## src/rtl/fba_pkg.sv

```systemverilog
// ----------------------------------------------------------------------------
// fba_pkg
// shared types, codes and constants of the frame admission controller
// ----------------------------------------------------------------------------
package fba_pkg;

  localparam int SLOTS_DEF = 64;

  localparam int SID_W  = 32;
  localparam int REQ_W  = 64;
  localparam int FUNC_W = 3;
  localparam int ST_W   = 4;
  localparam int CAP_W  = 8;
  localparam int CNT_W  = 32;
  localparam int FL_W   = 4;

  // operation codes
  localparam logic [FUNC_W-1:0] FN_REG      = 3'd0;
  localparam logic [FUNC_W-1:0] FN_CLOSE    = 3'd1;
  localparam logic [FUNC_W-1:0] FN_SUBMIT   = 3'd2;
  localparam logic [FUNC_W-1:0] FN_COMPLETE = 3'd3;
  localparam logic [FUNC_W-1:0] FN_PRESENT  = 3'd4;

  // status codes
  localparam logic [ST_W-1:0] ST_ACCEPTED     = 4'd0;
  localparam logic [ST_W-1:0] ST_REPLACED     = 4'd1;
  localparam logic [ST_W-1:0] ST_SATURATED    = 4'd2;
  localparam logic [ST_W-1:0] ST_BACKPRESSURE = 4'd3;
  localparam logic [ST_W-1:0] ST_PRESENTED    = 4'd4;
  localparam logic [ST_W-1:0] ST_EMPTY        = 4'd5;
  localparam logic [ST_W-1:0] ST_CLOSED       = 4'd6;
  localparam logic [ST_W-1:0] ST_UNKNOWN      = 4'd7;
  localparam logic [ST_W-1:0] ST_INVALID      = 4'd8;

  // slot flag bit positions
  localparam int FL_REG    = 0;
  localparam int FL_CLOSED = 1;
  localparam int FL_PEND   = 2;
  localparam int FL_EDIT   = 3;

  // register indexes
  localparam logic REG_GEN_CAP = 1'b0;
  localparam logic REG_EDT_CAP = 1'b1;

  typedef struct packed {
    logic [SID_W-1:0] surface;
    logic [FL_W-1:0]  flags;
    logic [REQ_W-1:0] req;
  } slot_t;

endpackage

```

## src/rtl/fba_mod_unit.sv

```systemverilog
// ----------------------------------------------------------------------------
// fba_mod_unit
// remainder of the surface id by the slot count, one byte a cycle
// ----------------------------------------------------------------------------
module fba_mod_unit #(
  parameter int SLOTS = fba_pkg::SLOTS_DEF
) (
  input  logic                       clk,
  input  logic                       rst_n,
  input  logic                       start,
  input  logic [fba_pkg::SID_W-1:0]  dividend,
  output logic                       done,
  output logic [$clog2(SLOTS)-1:0]   rem
);
  import fba_pkg::*;

  localparam int AW = $clog2(SLOTS);
  localparam int NB = SID_W / 8;
  localparam int SW = $clog2(NB);
  localparam int TW = AW + 8;
  localparam int MW = TW + 2;
  localparam int SH = TW + AW;
  // rounded-up reciprocal, exact for every partial value below 2**TW
  localparam longint unsigned RECIP =
    ((64'd1 << SH) + 64'(SLOTS) - 64'd1) / 64'(SLOTS);

  logic             run_r;
  logic             done_r;
  logic [SW-1:0]    step_r;
  logic [SID_W-1:0] sh_r;
  logic [AW-1:0]    rem_r;
  logic [TW-1:0]    part;
  logic [TW+MW-1:0] prod;
  logic [7:0]       quo;
  logic [TW-1:0]    quo_s;
  logic [AW-1:0]    rem_nxt;

  // fold in the next byte, then reduce by reciprocal multiply and subtract
  always_comb begin
    part    = {rem_r, sh_r[SID_W-1 -: 8]};
    prod    = {{MW{1'b0}}, part} * {{TW{1'b0}}, MW'(RECIP)};
    quo     = prod[SH +: 8];
    quo_s   = TW'(quo) * TW'(SLOTS);
    rem_nxt = AW'(part - quo_s);
  end

  // control
  always_ff @(posedge clk) begin
    if (!rst_n) begin
      run_r  <= 1'b0;
      done_r <= 1'b0;
      step_r <= '0;
    end else begin
      done_r <= 1'b0;
      if (start) begin
        run_r  <= 1'b1;
        step_r <= '0;
      end else if (run_r) begin
        step_r <= step_r + 1'b1;
        if (step_r == SW'(NB-1)) begin
          run_r  <= 1'b0;
          done_r <= 1'b1;
        end
      end
    end
  end

  // datapath
  always_ff @(posedge clk) begin
    if (start) begin
      sh_r  <= dividend;
      rem_r <= '0;
    end else if (run_r) begin
      sh_r  <= {sh_r[SID_W-9:0], 8'd0};
      rem_r <= rem_nxt;
    end
  end

  assign done = done_r;
  assign rem  = rem_r;

endmodule

```

## config.mk

```make
export PLATFORM = sky130hd
export DESIGN_NAME = fba_mod_unit
export DESIGN_NICKNAME = d
export VERILOG_FILES = /design/src/rtl/fba_pkg.sv /design/src/rtl/fba_mod_unit.sv
export SDC_FILE = /design/constraint.sdc
export NUM_CORES = 1
export LEC_CHECK = 0
export ABC_AREA = 1
export BUFFER_PORTS_ARGS = -buffer_cell sky130_fd_sc_hd__buf_2
export CORE_AREA = 2 2 73 75
export CTS_CLUSTER_DIAMETER = 150
export DETAILED_ROUTE_END_ITERATION = 12
export DIE_AREA = 0 0 75 77
export SLEW_MARGIN = 5
export SYNTH_ARGS = -nofsm -noshare
export SYNTH_HDL_FRONTEND = slang
export SYNTH_SLANG_ARGS = --single-unit
```

## constraint.sdc

```tcl
create_clock -name clk -period 2 [get_ports clk]
set_clock_uncertainty 0.05 [all_clocks]
set_input_delay 0.5 -clock clk [delete_from_list [all_inputs] [get_ports clk]]
set_output_delay 0.5 -clock clk [all_outputs]
set_load 0.005 [all_outputs]
```

==> results of run 1 <==
cells by family (layout without fill, tap and decap cells):
logic type	Yosys count	in the layout
buffers and inverters	22	55
adders and majority gates	1	1
and+or+nand+nor	85	85
DFF	34	34
AOI/OAI and AO/OA	7	7
layout make-up:
class	instances	area share, %
multi-input cells	93	21.9
clock buffers	7	4.99
flip-flops and latches	34	53.2
clock inverters	1	0.289
inverters	10	2.60
well taps	70	5.06
repair buffers	37	12.0
final timing paths:
| kind | from | to | slack [ns] | cells past startpoint |
|---|---|---|---|---|
| hold reg to reg | step_r[1] | step_r[1] | 0.43 | 2 |
| setup reg to reg | run_r | sh_r[17] | 0.78 | 3 |
| setup / recovery | rem[4] | rem[4] | 0.72 | 1 |
| hold / removal | dividend[1] | sh_r[1] | 0.42 | 3 |
sequential cells by signal (all words and copies together), names as in the netlist:
name and count:
run_r 1, step_r 2, sh_r 24, done 1
rem 6
power groups by stage:
stage | sequential [uW] | combinational, uW | clock (uW)
after floorplan | 854 | 108 | 0
after global placement | 856 | 142 | 0
after detailed placement | 858 | 146 | 0
after CTS | 843 | 146 | 531
after global routing | 848 | 168 | 562
final | 842 | 142 | 515
layer usage:
layer,global-route usage [%],wire length [um],vias to the layer above
li1,-,-,523
met1,10.4,1050,415
met2,14.7,1060,28
met3,4.73,205,6
met4,4.29,50,0
met5,0,0,-
synth_stat cells, drive strengths merged:
cell and n:
nand2 69, edfxtp 24, nor2 16, buf 12, dfxtp 10, inv 10, o21ai 6, a21oi 1
ha 1
worst min-delay path: cells and delay by family:
kind | cells | cell delay, ns
buffers and inverters | 2 | 0.11
and+or+nand+nor | 1 | 0.04
metrics by stage:
stage	hold slack (ns)	util, %	worst slack [ns]	power (uW)
after detailed placement	0.418	33.0	0.498	1000
after floorplan	0.392	-	0.406	962
after global placement	0.401	33.0	0.490	998
after global routing	0.421	34.8	0.663	1580
final	0.420	34.8	0.716	1500
after CTS	0.403	34.8	0.697	1520
==> impl_metrics.py, run 1 <==
metrics = {
    "status": {
        "status": "finished, final reports clean",
    },
    "cells_and_area": {
        "layout.area.seq_um2": 921,
        "layout_commonest_cell": "nand2_1",
        "synthToLayoutAreaGrowth_pct": 18.4,
        "nNetsFinal": 217,
        "finalInstanceArea_mm2": 0.00173,
        "drive_gt1_share_pct": 26.9,
        "final_cell_mix": "nand2_1, buf_2, edfxtp_1",
        "fin_cells": 252,
        "multi_input_area_um2": 379,
        "fill_cells": 533,
        "n_antenna_cell": 0,
    },
    "pwr": {
        "netSwitchingPower_uw": 336,
        "vdd.ir_drop.worst_mv": 0.360,
        "power.share.switching_pct": 22.4,
        "p_seq_share_pct": 56.2,
        "p_leak_uw": 0.000845,
        "p_clk_share_pct": 34.3,
        "power.density_mw_per_mm2": 866,
        "internal_power_uw": 1160,
        "power.share.combinational_pct": 9.5,
    },
    "drt": {
        "drt_iter0_drc": 44,
        "drt_wl_total_um": 2370,
        "ant_nets": 0,
        "drt_first_pass_iters": 4,
        "wire_per_inst_um": 9.40,
        "via_count": 972,
        "drc_errors": 0,
        "drt-vias-per-instance": 3.86,
    },
    "timing": {
        "slew_viol_final": 0,
        "maxSlewHeadroom_pct": 76.1,
        "worst_pin_slew_ns": 0.358,
        "fin_setup_tns_ns": 0,
        "hold_violations": 0,
        "rsz0062_at_grt": "false",
        "finalCritPeriodShare_pct": 64.2,
        "period_needed_ns": 1.28,
        "max_freq_ghz": 0.779,
        "setup_violations": 0,
    },
    "synthesis": {
        "avgSynthCellArea_um2": 9.82,
        "synth-xor-area-share_pct": 0,
        "yosysSeqAreaShare_pct": 63.0,
        "synth_cell_types": 14,
        "synth_mux_area_share_pct": 0,
        "synthCells": 149,
        "synthesis.nets": 185,
        "synth_fa_ha_area_share_pct": 0.855,
        "yosysWarnings": 0,
        "synth_top_family_by_area": "simple AND/OR/NAND/NOR gates",
        "syn_area_mm2": 0.00146,
        "ys_ff_latch": 34,
        "synth_area_leaders": "edfxtp_1, nand2_1, dfxtp_1",
        "synth-simple-area-share_pct": 22.2,
        "yosysTopAreaCellShare_pct": 49.3,
        "synth_top_cell_by_area": "edfxtp_1",
        "synth_compound_area_share_pct": 2.91,
    },
    "worst_setup_path": {
        "worstPathCellList": "buf_2",
        "end_kind": "output pin",
        "cp_top_family": "flip-flops",
        "worst-path-buf-inv": 1,
        "crit_type": "reg -> out",
        "cp_max_fo": 2,
        "crit_path_start_kind": "register",
        "critPathMaxStageDelay_ns": 0.34,
        "arrival_ns": 0.73,
        "slowest_stage": "dfxtp_1",
        "crit_required_ns": 1.45,
    },
    "placed_design": {
        "io_buffers": 33,
        "dp_hpwl_um": 1570,
        "dp.cells": 244,
        "postPlaceCellArea_mm2": 0.00164,
        "gp_congestion": 0.615,
    },
    "clock_tree": {
        "cts-buffers-inserted": 5,
        "htree_levels": 2,
        "cts_max_path_buffers": 2,
        "ctsHoldBuffers": 0,
        "cts_tree": "yes",
        "cts_setup_buffers": 0,
        "clk_latency_ns": 0.28,
        "clk_root_buffer_cell": "clkbuf_8",
        "clkSinkCount": 34,
        "post_cts_resized": 0,
        "clk_pin_slew_worst_paths_ns": 0.07,
    },
    "global_routing": {
        "grt_pass1_wl_um": 4000,
        "overflow": 0,
        "grt_max_degree": 27,
        "grt_pass1_vias": 969,
        "antenna_found_initial": 0,
        "gr-usage-all-layers_pct": 9.38,
    },
    "job": {
        "cap_violations": 0,
    },
    "floorplan": {
        "dieArea_mm2": 0.00578,
        "core_area_mm2": 0.00498,
        "initial_utilization_pct": 29.4,
        "io_pins": 42,
        "die_h_um": 77,
        "std_cell_rows": 26,
        "die_x_um": 75,
    },
    "hold_path": {
        "hp-class": "in -> reg",
    },
}
No activity file was read; power rests on OpenSTA's default activity.
==> run 2, diff against run 1 <==
- clock period: 2 -> 1.3 ns (I/O delays scaled with it)
==> run 2 against run 1 <==
Compared with the run above:
- die area unchanged
- via count rose by 0.93%
- count of clock-buffer cells in the layout fell by 1
- global-route usage grew 0.14 points
- combinational power is 53% higher
- clock power grew 42%
- critical path depth grew 2
- critical path type is now reg -> reg
==> impl_metrics.py, run 2 (synthesis gave the netlist of run 1 again) <==
metrics = {
    "worst_setup_path": {
        "slowest_stage": "dfxtp_1",
        "worst-path-buf-inv": 2,
        "crit_required_ns": 1.23,
        "cp_max_fo": 12,
        "crit_path_start_kind": "register",
        "cp_top_family": "flip-flops",
        "end_kind": "register",
        "arrival_ns": 1.07,
        "critPathMaxStageDelay_ns": 0.46,
        "r2r_cells": 3,
        "r2r_slack_ns": 0.16,
        "reg2reg_to": "sh_r[4]",
        "worstPathCellList": "nor2_4 -> clkinvlp_4 -> buf_4",
        "rr_startpoint": "run_r",
        "crit_type": "reg -> reg",
    },
    "clock_tree": {
        "cts_setup_buffers": 0,
        "clk_pin_slew_worst_paths_ns": 0.07,
        "cts-buffers-inserted": 5,
        "cts_tree": "yes",
        "clkSinkCount": 34,
        "htree_levels": 2,
        "cts_max_path_buffers": 2,
        "post_cts_resized": 0,
        "ctsHoldBuffers": 0,
        "clk_latency_ns": 0.28,
        "clk_root_buffer_cell": "clkbuf_8",
    },
    "floorplan": {
        "io_pins": 42,
        "dieArea_mm2": 0.00578,
        "core_area_mm2": 0.00498,
        "die_h_um": 77,
        "initial_utilization_pct": 29.4,
        "die_x_um": 75,
        "std_cell_rows": 26,
    },
    "drt": {
        "drt-vias-per-instance": 3.88,
        "ant_nets": 0,
        "drt_first_pass_iters": 4,
        "via_count": 981,
        "drc_errors": 0,
        "drt_iter0_drc": 40,
        "drt_wl_total_um": 2440,
        "wire_per_inst_um": 9.64,
    },
    "placed_design": {
        "dp_hpwl_um": 1690,
        "postPlaceCellArea_mm2": 0.00165,
        "gp_congestion": 0.634,
        "io_buffers": 33,
    },
    "cells_and_area": {
        "drive_gt1_share_pct": 27.9,
        "n_antenna_cell": 0,
        "synthToLayoutAreaGrowth_pct": 18.1,
        "nNetsFinal": 218,
        "largest-register": "sh_r",
        "finish.utilization_pct": 34.7,
        "largest_reg_flops": 24,
        "layout_commonest_cell": "nand2_1",
        "final_cell_mix": "nand2_1, buf_2, edfxtp_1",
        "finalInstanceArea_mm2": 0.00173,
    },
    "global_routing": {
        "gr-usage-all-layers_pct": 9.52,
        "grt_pass1_vias": 977,
        "overflow": 0,
        "grt_pass1_wl_um": 4060,
        "antenna_found_initial": 0,
        "grt_max_degree": 27,
    },
    "pwr": {
        "p_leak_uw": 0.000836,
        "vdd.ir_drop.worst_mv": 0.649,
        "power.density_mw_per_mm2": 1300,
    },
    "timing": {
        "max_freq_ghz": 0.876,
        "worst_pin_slew_ns": 0.245,
        "rsz0062_at_grt": "false",
        "maxSlewHeadroom_pct": 83.6,
        "setup_violations": 0,
        "hold_violations": 0,
        "finalCritPeriodShare_pct": 87.8,
        "slew_viol_final": 0,
        "period_needed_ns": 1.14,
        "fin_hold_ws_ns": 0.242,
    },
    "hold_path": {
        "hp-class": "in -> reg",
        "min_path_cells": 3,
        "min_to": "done",
        "worstHoldStart": "rst_n",
    },
    "job": {
        "cap_violations": 0,
    },
    "status": {
        "status": "finished, final reports clean",
    },
}
run 2: worst min-delay path, cell delays in order:
cell and delay (ns):
buf_2 0.11, nand2_1 0.06, nor2_1 0.04
run 2: worst max-delay path by stage:
stage	start	end	slack (ns)	cells past startpoint
finish	run_r	sh_r[4]	0.16	3
global route	run_r	sh_r[24]	0.10	3
detailed placement	start	sh_r[3]	0.11	4
CTS	run_r	sh_r[3]	0.14	3
floorplan	start	sh_r[0]	-0.02	3
global placement	start	sh_r[3]	0.12	4
run 2: power by group:
part / total, uW / internal [uW] / switching (uW)
clock: 731 / 368 / 363
combinational: 217 / 93.8 / 123
sequential: 1300 / 1270 / 30.9
run 2: layout make-up:
class	instances	area, um^2
Fill cell	527	3250
Sequential cell	34	921
Multi-Input combinational cell	93	387
Timing Repair Buffer	38	203
Tap cell	70	87.6
Clock buffer	6	72.6
Inverter	10	48.8
Clock inverter	2	8.76
run 2: layer usage:
| metal | GRT usage, % | up-vias | share of wire (%) |
|---|---|---|---|
| met5 | 0 | - | 0 |
| met4 | 3.75 | 0 | 1.4 |
| met3 | 4.86 | 4 | 8.0 |
| met2 | 15.0 | 32 | 46 |
| met1 | 10.7 | 417 | 45 |
| li1 | - | 528 | - |
run 2: metrics by stage:
step,worst slack [ns],power [uW],instances,setup TNS (ns)
floorplan,-0.0209,1490,149,-0.501
global placement,0.115,1540,245,0
detailed placement,0.113,1550,245,0
CTS,0.144,2270,253,0
global route,0.103,2360,253,0
finish,0.159,2250,253,0
==> run 3, diff against run 2 <==
- BUFFER_PORTS_ARGS: -buffer_cell sky130_fd_sc_hd__buf_2 -> -buffer_cell sky130_fd_sc_hd__clkbuf_2
- CORE_AREA: 2 2 73 75 -> 2 2 53 104
- DIE_AREA: 0 0 75 77 -> 0 0 55 106
- clock period: 1.3 -> 1.25 ns (I/O delays scaled with it)
==> run 3 against run 2 <==
Compared with the run above:
- count of clock-buffer cells in the layout fell by 1
- via count rose by 2.5%
- critical path depth did not move
- fmax fell by 0.14%
- critical endpoint is now sh_r[18]
- highest routed layer unchanged
==> impl_metrics.py, run 3 (synthesis gave the netlist of run 1 again) <==
metrics = {
    "status": {
        "status": "finished, final reports clean",
    },
    "placed_design": {
        "dp_hpwl_um": 1700,
        "gp_congestion": 0.612,
        "io_buffers": 33,
        "dp.cells": 234,
    },
    "worst_setup_path": {
        "end_kind": "register",
        "critPathMaxStageDelay_ns": 0.47,
        "crit_type": "reg -> reg",
        "cp_top_family": "flip-flops",
        "worstPathCellList": "nor2_4 -> clkinvlp_4 -> buf_4",
        "critPathLaunch": "run_r",
        "worst-path-buf-inv": 2,
        "cp_max_fo": 10,
        "arrival_ns": 1.08,
        "crit_path_start_kind": "register",
        "slowest_stage": "dfxtp_1",
        "crit_required_ns": 1.19,
        "rr_startpoint": "run_r",
    },
    "pwr": {
        "power.density_mw_per_mm2": 1350,
        "power.share.combinational_pct": 9.8,
        "vdd.ir_drop.worst_mv": 0.947,
        "netSwitchingPower_uw": 534,
        "internal_power_uw": 1790,
        "p_seq_share_pct": 58.2,
        "p_clk_share_pct": 32.1,
        "p_leak_uw": 0.000841,
        "power.share.switching_pct": 23.0,
    },
    "hold_path": {
        "worstHoldStart": "rst_n",
        "hp-class": "in -> reg",
    },
    "global_routing": {
        "overflow": 0,
        "gr-usage-all-layers_pct": 9.73,
        "grt_pass1_vias": 967,
        "grt_max_degree": 27,
        "grt_pass1_wl_um": 4030,
        "antenna_found_initial": 0,
    },
    "cells_and_area": {
        "fin_cells": 242,
        "finish.utilization_pct": 33.8,
        "nNetsFinal": 219,
        "final_cell_mix": "nand2_1, clkbuf_2, edfxtp_1",
        "largest_reg_flops": 24,
        "fill_cells": 548,
        "synthToLayoutAreaGrowth_pct": 17.5,
        "largest-register": "sh_r",
        "layout_commonest_cell": "nand2_1",
        "drive_gt1_share_pct": 27.7,
        "n_antenna_cell": 0,
    },
    "timing": {
        "period_needed_ns": 1.14,
        "setup_violations": 0,
        "slew_viol_final": 0,
        "worst_pin_slew_ns": 0.269,
        "maxSlewHeadroom_pct": 82.0,
        "hold_violations": 0,
        "rsz0062_at_grt": "false",
        "finalCritPeriodShare_pct": 91.4,
        "max_freq_ghz": 0.875,
    },
    "floorplan": {
        "initial_utilization_pct": 28.7,
        "io_pins": 42,
        "std_cell_rows": 37,
        "core_area_mm2": 0.00509,
        "dieArea_mm2": 0.00583,
        "die_h_um": 106,
        "die_x_um": 55,
    },
    "drt": {
        "ant_nets": 0,
        "wire_per_inst_um": 9.84,
        "drt_first_pass_iters": 4,
        "drc_errors": 0,
        "drt_iter0_drc": 25,
        "drt_wl_total_um": 2380,
        "drt-vias-per-instance": 4.16,
        "via_count": 1006,
    },
    "clock_tree": {
        "clk_latency_ns": 0.28,
        "ctsHoldBuffers": 0,
        "cts_tree": "yes",
        "clk_root_buffer_cell": "clkbuf_8",
        "cts_max_path_buffers": 2,
        "cts-buffers-inserted": 5,
        "clk_pin_slew_worst_paths_ns": 0.06,
        "post_cts_resized": 0,
        "htree_levels": 2,
        "clkSinkCount": 34,
        "cts_setup_buffers": 0,
    },
    "job": {
        "cap_violations": 0,
    },
}
[run 3: changes by cell type in the layout (fill, tap and decap cells not counted)]
cell	before	now
buf_2	33	0
buf_4	5	6
clkbuf_1	1	0
clkbuf_2	0	33
clkinv_1	1	3
clkinv_2	1	0
[run 3: worst min-delay path, delay by kind of cell]
family        cells  cell delay [ns]
buf+inv           1             0.10
simple gates      2             0.10
[run 3: area by class of cell]
type | instances | area [um^2] | area share [%]
Sequential cell | 34 | 921 | 53.6
Multi-Input combinational cell | 93 | 387 | 22.5
Timing Repair Buffer | 39 | 210 | 12.2
Tap cell | 58 | 72.6 | 4.22
Clock buffer | 5 | 68.8 | 4.00
Inverter | 10 | 48.8 | 2.84
Clock inverter | 3 | 11.3 | 0.655
[run 3: path summary, 6_finish.rpt]
check               to  depth (start not counted)  slack, ns
min               done                          3       0.22
min reg2reg  step_r[1]                          2       0.42
max           sh_r[18]                          3       0.11
max reg2reg   sh_r[18]                          3       0.11
[run 3: layer usage]
metal / vias up / wire length (um) / track usage (%)
met2: 29 / 1300 / 16.8
met3: 5 / 150 / 3.51
met5: - / 0 / 0
met4: 0 / 64 / 5.75
met1: 445 / 870 / 9.12
li1: 527 / - / -
[run 3: power groups by stage]
stage / Sequential [uW] / Clock [uW] / Combinational (uW)
after floorplan: 1370 / 0 / 181
after global placement: 1370 / 0 / 227
after detailed placement: 1380 / 0 / 234
after CTS: 1350 / 778 / 235
after global routing: 1360 / 809 / 266
final: 1350 / 746 / 227
[run 3: stage by stage]
stage                     worst slack [ns]  instance area [um^2]  setup TNS, ns  power (uW)  hold WS [ns]
after floorplan                    -0.0584                  1480          -1.40        1550         0.383
after global placement              0.0850                  1640              0        1600         0.400
after detailed placement            0.0800                  1640              0        1610         0.408
after CTS                           0.0940                  1720              0        2370         0.211
after global routing                0.0436                  1720              0        2440         0.223
final                                0.107                  1720              0        2330         0.221
